$ cat src/sv/assert_macros.svh
// ----------------------------------------------------------------------------
// assert_macros.svh
// concurrent assertion helpers, compiled out for synthesis
// ----------------------------------------------------------------------------
`ifndef ASSERT_MACROS_SVH
`define ASSERT_MACROS_SVH
`ifndef SYNTHESIS
// implication checked on every clock edge outside reset
`define ASSERT_IMPL(lbl, clk, rst_n, ante, cons, msg) \
    lbl: assert property (@(posedge clk) disable iff (!rst_n) (ante) |-> (cons)) \
        else $error(msg);
// implication checked in the cycle after the antecedent
`define ASSERT_NEXT(lbl, clk, rst_n, ante, cons, msg) \
    lbl: assert property (@(posedge clk) disable iff (!rst_n) (ante) |=> (cons)) \
        else $error(msg);
`else
`define ASSERT_IMPL(lbl, clk, rst_n, ante, cons, msg)
`define ASSERT_NEXT(lbl, clk, rst_n, ante, cons, msg)
`endif
`endif

$ cat src/sv/slmtf_pkg.sv
// ----------------------------------------------------------------------------
// slmtf_pkg
// shared types and codes of the sorted list with move-to-front
// ----------------------------------------------------------------------------
`default_nettype none

package slmtf_pkg;

    localparam int VALUE_W  = 32;
    localparam int STATUS_W = 3;
    localparam int POS_W    = 5;

    typedef enum logic {
        CMD_INSERT = 1'b0,
        CMD_MTF    = 1'b1
    } t_cmd;

    typedef enum logic [STATUS_W-1:0] {
        ST_INSERTED  = 3'd0,
        ST_MOVED     = 3'd1,
        ST_AT_FRONT  = 3'd2,
        ST_NOT_FOUND = 3'd3,
        ST_EMPTY     = 3'd4,
        ST_FULL      = 3'd5
    } t_status;

    typedef logic [POS_W-1:0] t_pos;
    typedef logic signed [VALUE_W-1:0] t_value;

    // controller to datapath commands
    typedef struct packed {
        logic load;
        logic compare;
        logic update;
    } t_dp_ctl;

endpackage

`default_nettype wire

$ cat src/sv/sorted_list_with_move_to_front_unit.sv
// ----------------------------------------------------------------------------
// sorted_list_with_move_to_front_unit
// ordered list of signed 32-bit values with insert and move-to-front
// ----------------------------------------------------------------------------
//  channel | dir | tdata                                | tuser
//  s_      | in  | [31:0] value                         | [0] command
//  m_      | out | [4:0] position, [9:5] entry_count    | [2:0] status
//
//  an item passes a compare step, which checks every cell against the
//  value in parallel, and an update step, which locates the first hit
//  and shifts the neighbor cells; a new transaction is taken in the
//  update cycle of the previous item while the result register drains
//  a stalled result holds the update cycle and with it the input side
//  synchronous active-low reset empties the list; no clearing pass needed
// ----------------------------------------------------------------------------
`default_nettype none

`include "assert_macros.svh"

module sorted_list_with_move_to_front_unit #(
    parameter int CAPACITY = 16
) (
    input  wire logic        i_clk,
    input  wire logic        i_rst_n,
    input  wire logic        i_s_tvalid,
    output logic             o_s_tready,
    input  wire logic [31:0] i_s_tdata,   // [31:0] value
    input  wire logic        i_s_tuser,   // [0] command
    output logic             o_m_tvalid,
    input  wire logic        i_m_tready,
    output logic [15:0]      o_m_tdata,   // [4:0] position, [9:5] entry_count
    output logic [2:0]       o_m_tuser    // [2:0] status
);

    slmtf_pkg::t_dp_ctl ctl;
    slmtf_pkg::t_status status;
    slmtf_pkg::t_pos    position;
    slmtf_pkg::t_pos    entry_count;

    // sequencer: owns the handshakes and the result-valid flag
    slmtf_ctrl u_ctrl (
        .i_clk      (i_clk),
        .i_rst_n    (i_rst_n),
        .i_s_tvalid (i_s_tvalid),
        .o_s_tready (o_s_tready),
        .o_m_tvalid (o_m_tvalid),
        .i_m_tready (i_m_tready),
        .o_ctl      (ctl)
    );

    // list cells, compare flags, count and result payload
    slmtf_dp #(
        .CAPACITY (CAPACITY)
    ) u_dp (
        .i_clk         (i_clk),
        .i_rst_n       (i_rst_n),
        .i_ctl         (ctl),
        .i_cmd         (slmtf_pkg::t_cmd'(i_s_tuser)),
        .i_value       (slmtf_pkg::t_value'(i_s_tdata)),
        .o_status      (status),
        .o_position    (position),
        .o_entry_count (entry_count)
    );

    assign o_m_tdata = {6'd0, entry_count, position};
    assign o_m_tuser = status;

    // the compare cycle always follows an accepted transaction
    `ASSERT_NEXT(a_cmp_blocks_input, i_clk, i_rst_n, i_s_tvalid && o_s_tready, !o_s_tready, "input accepted during compare cycle")
    // dropped inserts report position zero
    `ASSERT_IMPL(a_full_pos_zero, i_clk, i_rst_n, o_m_tvalid && (o_m_tuser == slmtf_pkg::ST_FULL), o_m_tdata[4:0] == 5'd0, "full status with nonzero position")
    // a dropped insert only happens at capacity
    `ASSERT_IMPL(a_full_count, i_clk, i_rst_n, o_m_tvalid && (o_m_tuser == slmtf_pkg::ST_FULL), o_m_tdata[9:5] == 5'(CAPACITY), "full status below capacity")

endmodule

`default_nettype wire

$ cat src/sv/slmtf_ctrl.sv
// ----------------------------------------------------------------------------
// slmtf_ctrl
// sequencer: capture, compare, update, with a one-deep result register
// ----------------------------------------------------------------------------
`default_nettype none

module slmtf_ctrl (
    input  wire logic               i_clk,
    input  wire logic               i_rst_n,
    input  wire logic               i_s_tvalid,
    output logic                    o_s_tready,
    output logic                    o_m_tvalid,
    input  wire logic               i_m_tready,
    output slmtf_pkg::t_dp_ctl      o_ctl
);

    typedef enum logic [1:0] {
        S_IDLE,
        S_CMP,
        S_UPD
    } t_state;

    t_state r_state;
    t_state n_state;
    logic   r_out_valid;
    logic   n_out_valid;
    logic   upd_go;
    logic   accept;

    // update may retire only when the result slot is free or being drained
    assign upd_go     = (r_state == S_UPD) && (!r_out_valid || i_m_tready);
    assign o_s_tready = (r_state == S_IDLE) || upd_go;
    assign accept     = o_s_tready && i_s_tvalid;
    assign o_m_tvalid = r_out_valid;

    assign o_ctl.load    = accept;
    assign o_ctl.compare = (r_state == S_CMP);
    assign o_ctl.update  = upd_go;

    always_comb begin
        n_state     = r_state;
        n_out_valid = r_out_valid;
        if (upd_go) begin
            n_out_valid = 1'b1;
        end else if (i_m_tready) begin
            n_out_valid = 1'b0;
        end
        case (r_state)
            S_IDLE: begin
                if (accept) begin
                    n_state = S_CMP;
                end
            end
            S_CMP: begin
                n_state = S_UPD;
            end
            S_UPD: begin
                if (upd_go) begin
                    n_state = accept ? S_CMP : S_IDLE;
                end
            end
            default: begin
                n_state = S_IDLE;
            end
        endcase
    end

    always_ff @(posedge i_clk) begin
        if (!i_rst_n) begin
            r_state     <= S_IDLE;
            r_out_valid <= 1'b0;
        end else begin
            r_state     <= n_state;
            r_out_valid <= n_out_valid;
        end
    end

endmodule

`default_nettype wire

$ cat src/sv/slmtf_dp.sv
// ----------------------------------------------------------------------------
// slmtf_dp
// row of list cells with per-cell compare, neighbor shift and result register
// ----------------------------------------------------------------------------
`default_nettype none

module slmtf_dp #(
    parameter int CAPACITY = 16
) (
    input  wire logic                 i_clk,
    input  wire logic                 i_rst_n,
    input  wire slmtf_pkg::t_dp_ctl   i_ctl,
    input  wire slmtf_pkg::t_cmd      i_cmd,
    input  wire slmtf_pkg::t_value    i_value,
    output slmtf_pkg::t_status        o_status,
    output slmtf_pkg::t_pos           o_position,
    output slmtf_pkg::t_pos           o_entry_count
);

    localparam int CNT_W = $clog2(CAPACITY + 1);
    localparam int IDX_W = $clog2(CAPACITY);

    slmtf_pkg::t_value  r_cell [CAPACITY];
    logic [CNT_W-1:0]   r_count;
    logic [CNT_W-1:0]   n_count;
    slmtf_pkg::t_cmd    r_cmd;
    slmtf_pkg::t_value  r_value;
    logic [CAPACITY-1:0] r_ge;
    logic [CAPACITY-1:0] r_eq;

    slmtf_pkg::t_status r_status;
    slmtf_pkg::t_pos    r_position;
    slmtf_pkg::t_pos    r_entry_count;

    logic [CNT_W-1:0]   ge_pos;
    logic [CNT_W-1:0]   eq_pos;
    logic [CNT_W-1:0]   sel_pos;
    logic               full;
    logic               do_ins;
    logic               do_mv;
    slmtf_pkg::t_status n_status;
    logic [CNT_W-1:0]   n_position;

    // first held entry >= value (count when none)
    always_comb begin
        ge_pos = r_count;
        for (int i = CAPACITY - 1; i >= 0; i--) begin
            if (r_ge[IDX_W'(i)]) begin
                ge_pos = CNT_W'(i);
            end
        end
    end

    // first held entry == value past the front (count when none)
    always_comb begin
        eq_pos = r_count;
        for (int i = CAPACITY - 1; i >= 1; i--) begin
            if (r_eq[IDX_W'(i)]) begin
                eq_pos = CNT_W'(i);
            end
        end
    end

    assign full    = (r_count == CNT_W'(CAPACITY));
    assign do_ins  = (r_cmd == slmtf_pkg::CMD_INSERT) && !full;
    assign do_mv   = (r_cmd == slmtf_pkg::CMD_MTF) && (r_count != '0) && !r_eq[0]
                     && (eq_pos < r_count);
    assign sel_pos = do_ins ? ge_pos : eq_pos;

    always_comb begin
        n_count    = r_count;
        n_position = '0;
        if (r_cmd == slmtf_pkg::CMD_INSERT) begin
            if (full) begin
                n_status = slmtf_pkg::ST_FULL;
            end else begin
                n_status   = slmtf_pkg::ST_INSERTED;
                n_position = ge_pos;
                n_count    = r_count + CNT_W'(1);
            end
        end else if (r_count == '0) begin
            n_status = slmtf_pkg::ST_EMPTY;
        end else if (r_eq[0]) begin
            n_status = slmtf_pkg::ST_AT_FRONT;
        end else if (do_mv) begin
            n_status   = slmtf_pkg::ST_MOVED;
            n_position = eq_pos;
        end else begin
            n_status = slmtf_pkg::ST_NOT_FOUND;
        end
    end

    // per-cell storage, compare and neighbor shift
    for (genvar g = 0; g < CAPACITY; g++) begin : g_cell
        logic held;
        assign held = (CNT_W'(g) < r_count);

        always_ff @(posedge i_clk) begin
            if (i_ctl.compare) begin
                r_ge[g] <= held && (r_cell[g] >= r_value);
                r_eq[g] <= held && (r_cell[g] == r_value);
            end
        end

        if (g == 0) begin : g_front
            always_ff @(posedge i_clk) begin
                if (i_ctl.update) begin
                    if ((do_ins && sel_pos == '0) || do_mv) begin
                        r_cell[g] <= r_value;
                    end
                end
            end
        end else begin : g_rest
            always_ff @(posedge i_clk) begin
                if (i_ctl.update) begin
                    if (do_ins) begin
                        if (CNT_W'(g) == sel_pos) begin
                            r_cell[g] <= r_value;
                        end else if (CNT_W'(g) > sel_pos && CNT_W'(g) <= r_count) begin
                            r_cell[g] <= r_cell[g-1];
                        end
                    end else if (do_mv && CNT_W'(g) <= sel_pos) begin
                        r_cell[g] <= r_cell[g-1];
                    end
                end
            end
        end
    end

    always_ff @(posedge i_clk) begin
        if (!i_rst_n) begin
            r_count <= '0;
        end else if (i_ctl.update) begin
            r_count <= n_count;
        end
    end

    always_ff @(posedge i_clk) begin
        if (i_ctl.load) begin
            r_cmd   <= i_cmd;
            r_value <= i_value;
        end
        if (i_ctl.update) begin
            r_status      <= n_status;
            r_position    <= slmtf_pkg::t_pos'(n_position);
            r_entry_count <= slmtf_pkg::t_pos'(n_count);
        end
    end

    assign o_status      = r_status;
    assign o_position    = r_position;
    assign o_entry_count = r_entry_count;

endmodule

`default_nettype wire

$ cat config.mk
export PLATFORM = sky130hd
export DESIGN_NAME = sorted_list_with_move_to_front_unit
export DESIGN_NICKNAME = d
export VERILOG_FILES = /design/src/sv/slmtf_pkg.sv /design/src/sv/sorted_list_with_move_to_front_unit.sv /design/src/sv/slmtf_ctrl.sv /design/src/sv/slmtf_dp.sv
export VERILOG_INCLUDE_DIRS = /design/src /design/src/sv
export SDC_FILE = /design/constraint.sdc
export NUM_CORES = 1
export LEC_CHECK = 0
export BUFFER_PORTS_ARGS = -buffer_cell sky130_fd_sc_hd__buf_2
export CAP_MARGIN = 25
export CORE_ASPECT_RATIO = 0.8
export CORE_UTILIZATION = 45
export DETAILED_ROUTE_END_ITERATION = 7
export GPL_ROUTABILITY_DRIVEN = 0
export GPL_TIMING_DRIVEN = 0
export PLACE_DENSITY = 0.61
export RECOVER_POWER = 100
export SYNTH_ARGS = -nofsm -noshare
export SYNTH_HDL_FRONTEND = slang
export SYNTH_SLANG_ARGS = --single-unit
export TNS_END_PERCENT = 100
$ cat constraint.sdc
create_clock -name i_clk -period 13.5 [get_ports i_clk]
set_input_delay 0.675 -clock i_clk [delete_from_list [all_inputs] [get_ports i_clk]]
set_output_delay 0.675 -clock i_clk [all_outputs]
set_load 0.05 [all_outputs]
# Word-level counts from Yosys, hierarchy flattened
# Memory sizes are Yosys's and may differ from the RTL's.
# Cells that the tools add are included.
# W data, S select, Z words.
[op_classes] n_reduce_logical=65 addsub=1 n_lt_le_gt_ge=62 mux=262 n_eq_ne=28 bitwise_logic=31
[op_table] cell="$mux W32" count=30
[op_table] cell="$eq A32 B32 Y1" count=8
[op_table] cell="$ge A32 B32 Y1" count=8
[op_table] cell="$mux W1" count=201
[op_table] cell="$mux W5" count=23
[op_table] cell="$le A4 B5 Y1 const A" count=16
[op_table] cell="$logic_and A1 B1 Y1" count=53
[op_table] cell="$eq A4 B5 Y1 const A" count=8
[op_table] cell="$gt A4 B5 Y1 const A" count=8
[op_table] cell="$le A3 B5 Y1 const A" count=8
[op_table] cell="$or A1 B1 Y1" count=30
[op_table] cell="$eq A3 B5 Y1 const A" count=4
[op_table] cell="$gt A3 B5 Y1 const A" count=4
[op_table] cell="$le A2 B5 Y1 const A" count=4
[op_table] cell="$lt A3 B5 Y1 const A" count=4
[op_table] cell="$mux W3" count=4
[op_table] cell="$eq A2 B5 Y1 const A" count=2
[op_table] cell="$gt A2 B5 Y1 const A" count=2
[op_table] cell="$le A1 B5 Y1 const A" count=2
[op_table] cell="$logic_not A5 Y1" count=2
[op_table] cell="$lt A1 B5 Y1 const A" count=2
[op_table] cell="$lt A2 B5 Y1 const A" count=2
[op_table] cell="$mux W2" count=3
[op_table] cell="$pmux W2 S3" count=1
[op_table] cell="other kinds (15)" count=20
[word_totals] n_memories=1 word_cells=474 register_bits=70 ram_bits=512
[memory_table] name="u_dp.r_cell" words=16 width=32 rd=15 rd_ports_with_merged_regs=0 wr=16 line_no="slmtf_dp.sv:23" rtl="slmtf_pkg::t_value r_cell [CAPACITY];"

# Logic depth before layout (Yosys ltp)
# Gate-level depths: netlist of the first run.
[logic_depth] depth_word=18 ltp_mapped=13 mapped_depth_nobuf=10

# Hierarchy
# Synthesis of the first run repeated with hierarchy kept, for this count alone.
[hier_totals] hier_cells=1529 hier_area_um2=19631.3
[by_module_without_submodules] module="slmtf_dp" cells_each=1505 area_each_um2=19408.6 n_inst=1
[by_module_without_submodules] module="slmtf_ctrl" cells_each=17 area_each_um2=173.9 n_inst=1
[by_module_without_submodules] module="sorted_list_with_move_to_front_unit" cells_each=7 area_each_um2=48.8 n_inst=1

# Least setup slack after synthesis of the first run
# Ideal clock, no wire load.
[synth_path] path_type="reg2reg" start="register u_dp.r_eq[7]" end="memory u_dp.r_cell[0][100] in the netlist's numbering (enable)" path_stages_with_launch=9 period_less_slack_ps=4464 path_slack_ps=9036 arrival_ps=4032 required_ps=13067 n_path_buf=1 cell_sequence="edfxtp_1 -> or4_1 -> buf_2 -> nor3_1 -> ha_1 -> a21o_1 -> a2111oi_2 -> nand4_1 -> o22ai_1"
[synth_rtl] element="from (decl)" line_no="slmtf_dp.sv:29" rtl="logic [CAPACITY-1:0] r_eq;"
[synth_rtl] element="from (signal, indexed assignment)" line_no="slmtf_dp.sv:101" rtl="r_eq[g] <= held && (r_cell[g] == r_value);"
[synth_rtl] element="to (decl)" line_no="slmtf_dp.sv:23"

==> results of run 1 <==
## metal layers
| metal | global-route usage, % | up-vias |
|---|---|---|
| li1 | - | 6061 |
| met1 | 32.33 | 6416 |
| met2 | 34.44 | 433 |
| met3 | 4.932 | 81 |
| met4 | 5.238 | 2 |
| met5 | 1.190 | - |
## cells in the mapped netlist, types with 8 or more instances
cell / instances / area (um2)
a21o_1: 44 / 330.3
o21ai_0: 50 / 250.2
dfxtp_1: 8 / 160.2
a211oi_1: 11 / 82.58
nor3_1: 28 / 140.1
edfxtp_1: 318 / 9549
o21bai_1: 9 / 67.56
nor4_1: 15 / 93.84
mux2_4: 31 / 465.5
nand3_1: 29 / 145.1
or3_1: 8 / 50.05
ha_1: 263 / 3291
a21oi_1: 93 / 465.5
mux2_1: 190 / 2140
inv_1: 59 / 221.5
nand2_1: 64 / 240.2
o21a_1: 8 / 60.06
nand4_1: 47 / 294.0
nor2b_1: 13 / 81.33
buf_2: 23 / 115.1
nand2b_1: 8 / 50.05
nor2_1: 41 / 153.9
## flip-flops by register name, indices dropped and copies added (netlist names)
| name | cells |
|---|---|
| u_dp.r_eq | 8 |
| u_dp.o_entry_count | 5 |
| u_ctrl.o_m_tvalid | 1 |
| u_dp.r_ge | 8 |
| u_dp.o_position | 5 |
| u_dp.o_status | 3 |
| u_dp.r_value | 32 |
| u_ctrl.r_state | 2 |
| u_dp.r_count | 5 |
| u_dp.r_cmd | 1 |
| u_dp.r_cell | 256 |
## cells by family (layout without fill, tap and decap cells)
family / after synthesis / in the layout
simple gates: 284 / 284
other cells: 1 / 7
buf+inv: 97 / 218
flops: 326 / 326
compound gates: 281 / 281
mux: 228 / 228
fa+ha+maj: 263 / 263
xor+xnor: 5 / 5
## worst max-delay path: stages (launching register included)
cell and delay (ps):
dfxtp_1 330, clkbuf_1 360, inv_1 260, ha_1 340, and4bb_1 310, nor4_1 1250
nand2_1 290, inv_1 180, o21ai_0 100, o22ai_1 850, clkbuf_1 660, o21bai_1 820
clkbuf_1 920
## power breakdown
part | leakage, nW | switching (W) | internal, W
clock | 0.576 | 0.000407 | 0.000581
sequential | 2.96 | 0.0000199 | 0.00113
combinational | 4.72 | 0.000113 | 0.0000742
## metrics by stage
step	worst slack [ps]	total power [W]	hold slack, ps	std cells
CTS	8284	0.002351	287.1	2163
global placement	7493	0.001349	531.6	2093
global route	6109	0.002399	297.0	2163
detailed placement	8310	0.001359	541.3	2102
finish	6406	0.002322	309.8	2164
floorplan	9036	0.001292	528.9	1490
## cell type report
cell class	instances	area share, %
inverter	60	1.050
tap	552	3.220
clock inverter	12	0.3791
buffer	37	0.7757
antenna	1	0.01167
timing repair buffer	60	1.260
clock buffer	49	5.063
multi-input combinational	1067	42.98
sequential	326	45.26
## how the worst min path moves through the flow
stage                           to                start  cells after the start
2_1_floorplan  u_dp.r_cell[0][224]  u_dp.r_cell[0][192]                      1
3_3_place_gp     u_ctrl.o_m_tvalid    u_ctrl.o_m_tvalid                      2
3_5_place_dp    u_dp.r_cell[0][64]   u_dp.r_cell[0][32]                      1
4_1_cts           u_dp.r_value[10]        i_s_tdata[10]                      1
5_1_grt            u_dp.r_value[2]         i_s_tdata[2]                      1
6_report          u_dp.r_value[25]        i_s_tdata[25]                      1
==> impl_metrics.ini, run 1 <==
[critical_path]
critPathLaunch = u_dp.r_count[0]
crit_end = u_dp.r_cell[0][180]
r2r_end = u_dp.r_cell[0][180]
crit_arrival_ps = 7230
r2r_slack_ps = 6410
crit_type = register to register
worstSetupEndpointType = register
crit_path_start_kind = register
rr_worst_depth = 12
reg2reg_from = u_dp.r_count[0]
crit_required_ps = 13640
cp_max_fo = 17

[die]
start_util_pct = 46.10
chipWidth_um = 234.6
io_pins = 58
die_height_um = 188.1
floorplan.die_area_mm2 = 0.04412
num_rows = 67
core_mm2 = 0.04225

[finish]
multiInputGateArea_mm2 = 0.009220
final_area_mm2 = 0.02145
drive_gt1_share_pct = 7.014
most-common-layout-cells = edfxtp_1, ha_1, mux2_1
final_common_cell = edfxtp_1
seqCellArea_mm2 = 0.009709
fill_cells = 3685
final_util_pct = 50.77
synthToLayoutAreaGrowth_pct = 10.14
nets = 1890

[outcome]
outcome = complete, but fails checks
violations = max-capacitance violations, max-slew violations

[global_route]
grt_max_degree = 33
antenna_found_initial = 2
grt_pass1_wl_mm = 75.18
grt_overflow = 0
grt_pass1_vias = 13000
grtUsageTotal_pct = 22.50

[cts]
htreeDepth = 2
cts.sinks = 326
clk_pin_slew_ps = 60
cts_tree = yes
worstSkewPairLatency_ps = 540
cts-resized-gates = 0
ctsRootBufferMaster = clkbuf_16
post-cts-setup-buffers = 0
numCtsBuffers = 38
clk_path_buf_depth = 3
hold_buffers = 0

[route]
ant_nets = 0
highest_layer = met5
wl_per_cell_um = 23.04
drt-met1-wl_mm = 23.31
drtIter0Drc = 1128
vias = 12990
wl_met2_mm = 21.64
via_per_inst = 6.004
wirelength_mm = 49.86
first_pass_iters = 5
drc = 0
wl_met3_mm = 3.898

[synthesis]
ys_ff_latch = 326
mappedNetlistArea_mm2 = 0.01948
yosys.area_share.adder_pct = 16.89
yosys.area_share.xor_xnor_pct = 0.2248
synth_top_family_by_area = adder cells
synth_compound_area_share_pct = 9.315
yosys.area_share.simple_pct = 7.683
ys_warn_count = 0
synthFlopType = edfxtp_1
post_synth_num_cell_types = 74
synthMuxAreaShare_pct = 13.77
synth_edf_count = 318
syn_area_per_cell_um2 = 13.12
seq_area_frac_synth_pct = 49.85
syn_inst = 1485
async_flop_share_pct = 0

[placement]
io_buffers = 51
hpwl_mm = 38.71
dpl_cell_area_mm2 = 0.02071

[sta]
rsz0062_at_grt = no
worstMarginPinSlew_ps = 2517
clock_skew_ps = 22.48
min_period_over_period_pct = 52.55
fin_setup_tns_ps = 0
hold_viol = 0
slew_headroom_pct = -69.57
max_clock_freq_ghz = 0.1410
finalCriticalPeriod_ps = 7094
slew_viol_final = 243
finalSetupViolations = 0

[worst_hold_path]
hold_class = primary input to register

[power]
peakVddDrop_mv = 0.08161
power_leakage_nw = 8.256
powerDensity_mw_per_mm2 = 108.3

[run]
max-cap-violations = 13
No activity file was read; power rests on OpenSTA's default activity.
==> run 2: changes to the inputs <==
--- a/config.mk
+++ b/config.mk
@@ -13,7 +13,7 @@
 export DETAILED_ROUTE_END_ITERATION = 7
 export GPL_ROUTABILITY_DRIVEN = 0
 export GPL_TIMING_DRIVEN = 0
-export PLACE_DENSITY = 0.61
+export PLACE_DENSITY = 0.63
 export RECOVER_POWER = 100
 export SYNTH_ARGS = -nofsm -noshare
 export SYNTH_HDL_FRONTEND = slang
==> constraint.sdc (replaced) <==
create_clock -name i_clk -period 6.46 [get_ports i_clk]
set_input_delay 0.323 -clock i_clk [delete_from_list [all_inputs] [get_ports i_clk]]
set_output_delay 0.323 -clock i_clk [all_outputs]
set_load 0.05 [all_outputs]
==> impl_metrics.ini, run 2 (same netlist as run 1, synthesis figures left out) <==
[cts]
htreeDepth = 2
clk_path_buf_depth = 3
post-cts-setup-buffers = 0
worstSkewPairLatency_ps = 540
numCtsBuffers = 37
clk_pin_slew_ps = 60
ctsRootBufferMaster = clkbuf_16
cts.sinks = 326
cts_tree = yes

[power]
clkPwrFrac_pct = 41.1
seqPwrFrac_pct = 50.3
peakVddDrop_mv = 0.1777
power_leakage_nw = 8.421
p_int_w = 0.003644
pwr-share-comb_pct = 8.6
p_total_w = 0.004762
p_switching_w = 0.001118
powerDensity_mw_per_mm2 = 218.1
switching_share_pct = 23.47

[outcome]
violations = max-capacitance violations, max-slew violations
outcome = complete, but fails checks

[die]
num_rows = 67
core_mm2 = 0.04225
die_height_um = 188.1
floorplan.die_area_mm2 = 0.04412
start_util_pct = 46.10
chipWidth_um = 234.6
io_pins = 58

[finish]
largest_reg_flops = 256
reg_top3 = u_dp.r_cell: 256 flops, u_dp.r_value: 32 flops
drive_gt1_share_pct = 7.434
regMostFlops = u_dp.r_cell
synthToLayoutAreaGrowth_pct = 12.07
final_common_cell = edfxtp_1
most-common-layout-cells = edfxtp_1, ha_1, mux2_1
nets = 1922
fill_cells = 3642

[critical_path]
crit_required_ps = 6730
cp_top_family = simple AND/OR/NAND/NOR gates
worstSetupEndpointType = register
crit_type = register to register
cp_max_fo = 10
cpPeakStageDelay_ps = 1220
crit_buf_inv = 3
path_cells = clkbuf_1 > inv_1 > ha_1 > and4bb_1 > nor4_1 > nand2_1 > or2_0 > o32ai_1 > buf_2 > mux2_1
reg2reg_from = u_dp.r_count[0]
crit_path_start_kind = register
critPathLaunch = u_dp.r_count[0]
crit_slowest_cell = nor4_1
crit_arrival_ps = 6200

[sta]
hold_viol = 0
slew_viol_final = 78
fin_setup_tns_ps = 0
worstMarginPinSlew_ps = 1748
rsz0062_at_grt = no
clock_skew_ps = 23.90
min_period_over_period_pct = 91.79
finalSetupViolations = 0
finalCriticalPeriod_ps = 5930
slew_headroom_pct = -16.77
max_clock_freq_ghz = 0.1686

[route]
drc = 0
first_pass_iters = 6
wl_per_cell_um = 22.84
vias = 13110
wirelength_mm = 50.10
ant_nets = 0
drtIter0Drc = 1222
via_per_inst = 5.973

[global_route]
grt_max_degree = 33
grt_pass1_wl_mm = 76.74
grtUsageTotal_pct = 22.80
antenna_found_initial = 1
grt_pass1_vias = 13210
grt_overflow = 0

[placement]
hpwl_mm = 38.77
io_buffers = 51

[run]
max-cap-violations = 5

[worst_hold_path]
hp-start = i_s_tvalid
hold_class = primary input to register
run 2: changes by cell type in the layout (fill, tap and decap cells not counted), sizes merged:
cell / previous run / this run
dlygate4sd3: 0 / 33
inv: 61 / 60
buf: 46 / 56
clkbuf: 100 / 87
bufinv: 1 / 2
run 2: per-layer routing:
metal / GRT usage, % / share of wire [%]
met1: 32.47 / 46
met2: 35.57 / 44
met3: 4.578 / 7.9
met4: 5.567 / 1.9
met5: 0 / 0
run 2: power groups by stage:
stage	combinational, W	sequential (W)	clock [W]
detailed placement	0.000402	0.00244	0
CTS	0.000421	0.00239	0.00200
finish	0.000409	0.00240	0.00196
global placement	0.000379	0.00244	0
global route	0.000458	0.00240	0.00208
floorplan	0.000273	0.00243	0
run 2: through the flow:
| stage | util, % | cells | area [um2] | setup WS [ps] | hold slack [ps] |
|---|---|---|---|---|---|
| 2_1_floorplan | - | 1490 | 19500 | 1996 | 421.9 |
| 6_report | 51.66 | 2194 | 21830 | 530.5 | 37.12 |
| 4_1_cts | 52.29 | 2192 | 22090 | 1263 | 19.03 |
| 5_1_grt | 51.66 | 2193 | 21830 | 483.6 | 46.76 |
| 3_5_place_dp | 48.99 | 2101 | 20700 | 1269 | 501.1 |
| 3_3_place_gp | 48.38 | 2093 | 20440 | 540.1 | 499.8 |
run 2: final timing paths:
check	endpoint	slack, ps	cells past startpoint
max reg2reg	u_dp.r_cell[0][98]	530	10
min	u_ctrl.r_state[0]	40	2
max	u_dp.r_cell[0][98]	530	10
min reg2reg	u_dp.r_cell[0][76]	550	1
run 2: worst register-to-register path, cell delays in order, from the launching register on:
cell	delay, ps
dfxtp_1	330
clkbuf_1	350
inv_1	260
ha_1	350
and4bb_1	330
nor4_1	1220
nand2_1	310
or2_0	460
o32ai_1	1210
buf_2	500
mux2_1	370
run 2: timing repair:
| action | 4_1_cts | 5_1_grt |
|---|---|---|
| setup endpoints to repair | 0 | 0 |
| hold buffers | 33 | 0 |
| gates resized for setup | 0 | 0 |
| endpoints found under the hold margin | 33 | 0 |
run 2: layout make-up:
class                           instances  area, um2  area share [%]
Antenna cell                            1      2.502         0.01146
Buffer                                 37      172.7          0.7910
Clock buffer                           46      959.7           4.396
Clock inverter                         12      103.9          0.4758
Inverter                               60      225.2           1.032
Multi-Input combinational cell       1067       9253           42.39
Sequential cell                       326       9709           44.48
Tap cell                              552      690.7           3.164
Timing Repair Buffer                   93      711.9           3.261
==> run 3: changes to the inputs <==
==> constraint.sdc (replaced) <==
create_clock -name i_clk -period 6.46 [get_ports i_clk]
set_input_delay 0.969 -clock i_clk [delete_from_list [all_inputs] [get_ports i_clk]]
set_output_delay 0.969 -clock i_clk [all_outputs]
set_load 0.05 [all_outputs]
==> impl_metrics.ini, run 3 (same netlist as run 1, synthesis figures left out) <==
[route]
ant_nets = 0
via_per_inst = 6.023
wl_per_cell_um = 23.14
vias = 13020
first_pass_iters = 8
drtIter0Drc = 1243
drc = 0
wirelength_mm = 50.01

[sta]
fin_setup_tns_ps = 0
rsz0062_at_grt = no
worstMarginPinSlew_ps = 1760
max_clock_freq_ghz = 0.1685
layout_setup_ws_ps = 523.5
holdWs_ps = 553.0
finalSetupViolations = 0
slew_headroom_pct = -17.55
slew_viol_final = 79
min_period_over_period_pct = 91.90
clock_skew_ps = 23.29
finalCriticalPeriod_ps = 5936
hold_viol = 0

[cts]
post-cts-setup-buffers = 0
cts.sinks = 326
cts_tree = yes
htreeDepth = 2
clk_pin_slew_ps = 60
ctsRootBufferMaster = clkbuf_16
clk_path_buf_depth = 3
numCtsBuffers = 37
hold_buffers = 0
worstSkewPairLatency_ps = 540
cts-resized-gates = 0

[critical_path]
crit_slowest_cell = nor4_1
cpPeakStageDelay_ps = 1240
r2r_slack_ps = 520
rr_worst_depth = 10
path_depth = 10
crit_buf_inv = 3
path_cells = clkbuf_1 > inv_1 > ha_1 > and4bb_1 > nor4_1 > nand2_1 > or2_0 > o32ai_1 > buf_2 > mux2_1
crit_path_start_kind = register
crit_arrival_ps = 6200
worstSetupEndpointType = register
cp_max_fo = 10
crit_required_ps = 6730
cp_top_family = simple AND/OR/NAND/NOR gates
crit_type = register to register

[placement]
hpwl_mm = 38.77
pre_cts_ws_ps = 1269
io_buffers = 51

[finish]
regMostFlops = u_dp.r_cell
reg_top3 = u_dp.r_cell: 256 flops, u_dp.r_value: 32 flops
drive_gt1_share_pct = 7.649
largest_reg_flops = 256
final_common_cell = edfxtp_1
synthToLayoutAreaGrowth_pct = 10.38
most-common-layout-cells = edfxtp_1, ha_1, mux2_1
fill_cells = 3659
final_util_pct = 50.89
nets = 1889

[global_route]
grt_pass1_wl_mm = 76.51
antenna_found_initial = 1
grt_pass1_vias = 13120
grt_overflow = 0
grtUsageTotal_pct = 22.74
grt_max_degree = 33

[outcome]
outcome = complete, but fails checks
violations = max-capacitance violations, max-slew violations

[power]
power_leakage_nw = 8.286
p_total_w = 0.004746
switching_share_pct = 23.50
seqPwrFrac_pct = 50.5
peakVddDrop_mv = 0.1752
p_switching_w = 0.001115
clkPwrFrac_pct = 41.2
powerDensity_mw_per_mm2 = 220.8
p_int_w = 0.003631
pwr-share-comb_pct = 8.3

[worst_hold_path]
holdPathStages = 1
hold_class = register to register

[die]
num_rows = 67
core_mm2 = 0.04225
chipWidth_um = 234.6
io_pins = 58
floorplan.die_area_mm2 = 0.04412
die_height_um = 188.1
start_util_pct = 46.10

[run]
max-cap-violations = 5
[run 3: cell types whose count changed in the layout (fill, tap and decap cells not counted), sizes merged]
| cell | before | now |
|---|---|---|
| dlygate4sd3 | 33 | 0 |
| clkbuf | 87 | 86 |
| buf | 56 | 57 |
[run 3: area by class of cell]
cell class              instances  area [um2]  area share, %
flip-flops and latches        326        9709          45.16
multi-input cells            1067        9253          43.04
clock buffers                  46       959.7          4.464
well taps                     552       690.7          3.212
repair buffers                 60       382.9          1.781
inverters                      60       225.2          1.048
plain buffers                  37       172.7         0.8031
clock inverters                12       103.9         0.4830
diodes                          1       2.502        0.01164
[run 3: metrics by stage]
stage,instances,instance area (um2)
after CTS,2159,21760
after global routing,2160,21500
final,2161,21500
after detailed placement,2101,20700
after floorplan,1490,19500
after global placement,2093,20440
[run 3: worst paths after layout]
check,end,from
max reg2reg,u_dp.r_cell[0][98],u_dp.r_count[0]
min,u_dp.r_cell[0][76],u_dp.r_cell[0][44]
min reg2reg,u_dp.r_cell[0][76],u_dp.r_cell[0][44]
max,u_dp.r_cell[0][98],u_dp.r_count[0]
[run 3: power groups by stage]
stage                     registers [W]  clock network, W  logic, W
after detailed placement        0.00244                 0  0.000402
after floorplan                 0.00243                 0  0.000273
final                           0.00240           0.00196  0.000394
after global placement          0.00244                 0  0.000379
after global routing            0.00240           0.00208  0.000442
after CTS                       0.00239           0.00200  0.000406
[run 3: metal layers]
layer,vias to the layer above,share of wire (%),GRT usage (%)
li1,6051,-,-
met1,6429,46,32.44
met2,456,44,35.41
met3,80,7.9,4.608
met4,0,2.0,5.567
met5,-,0,0
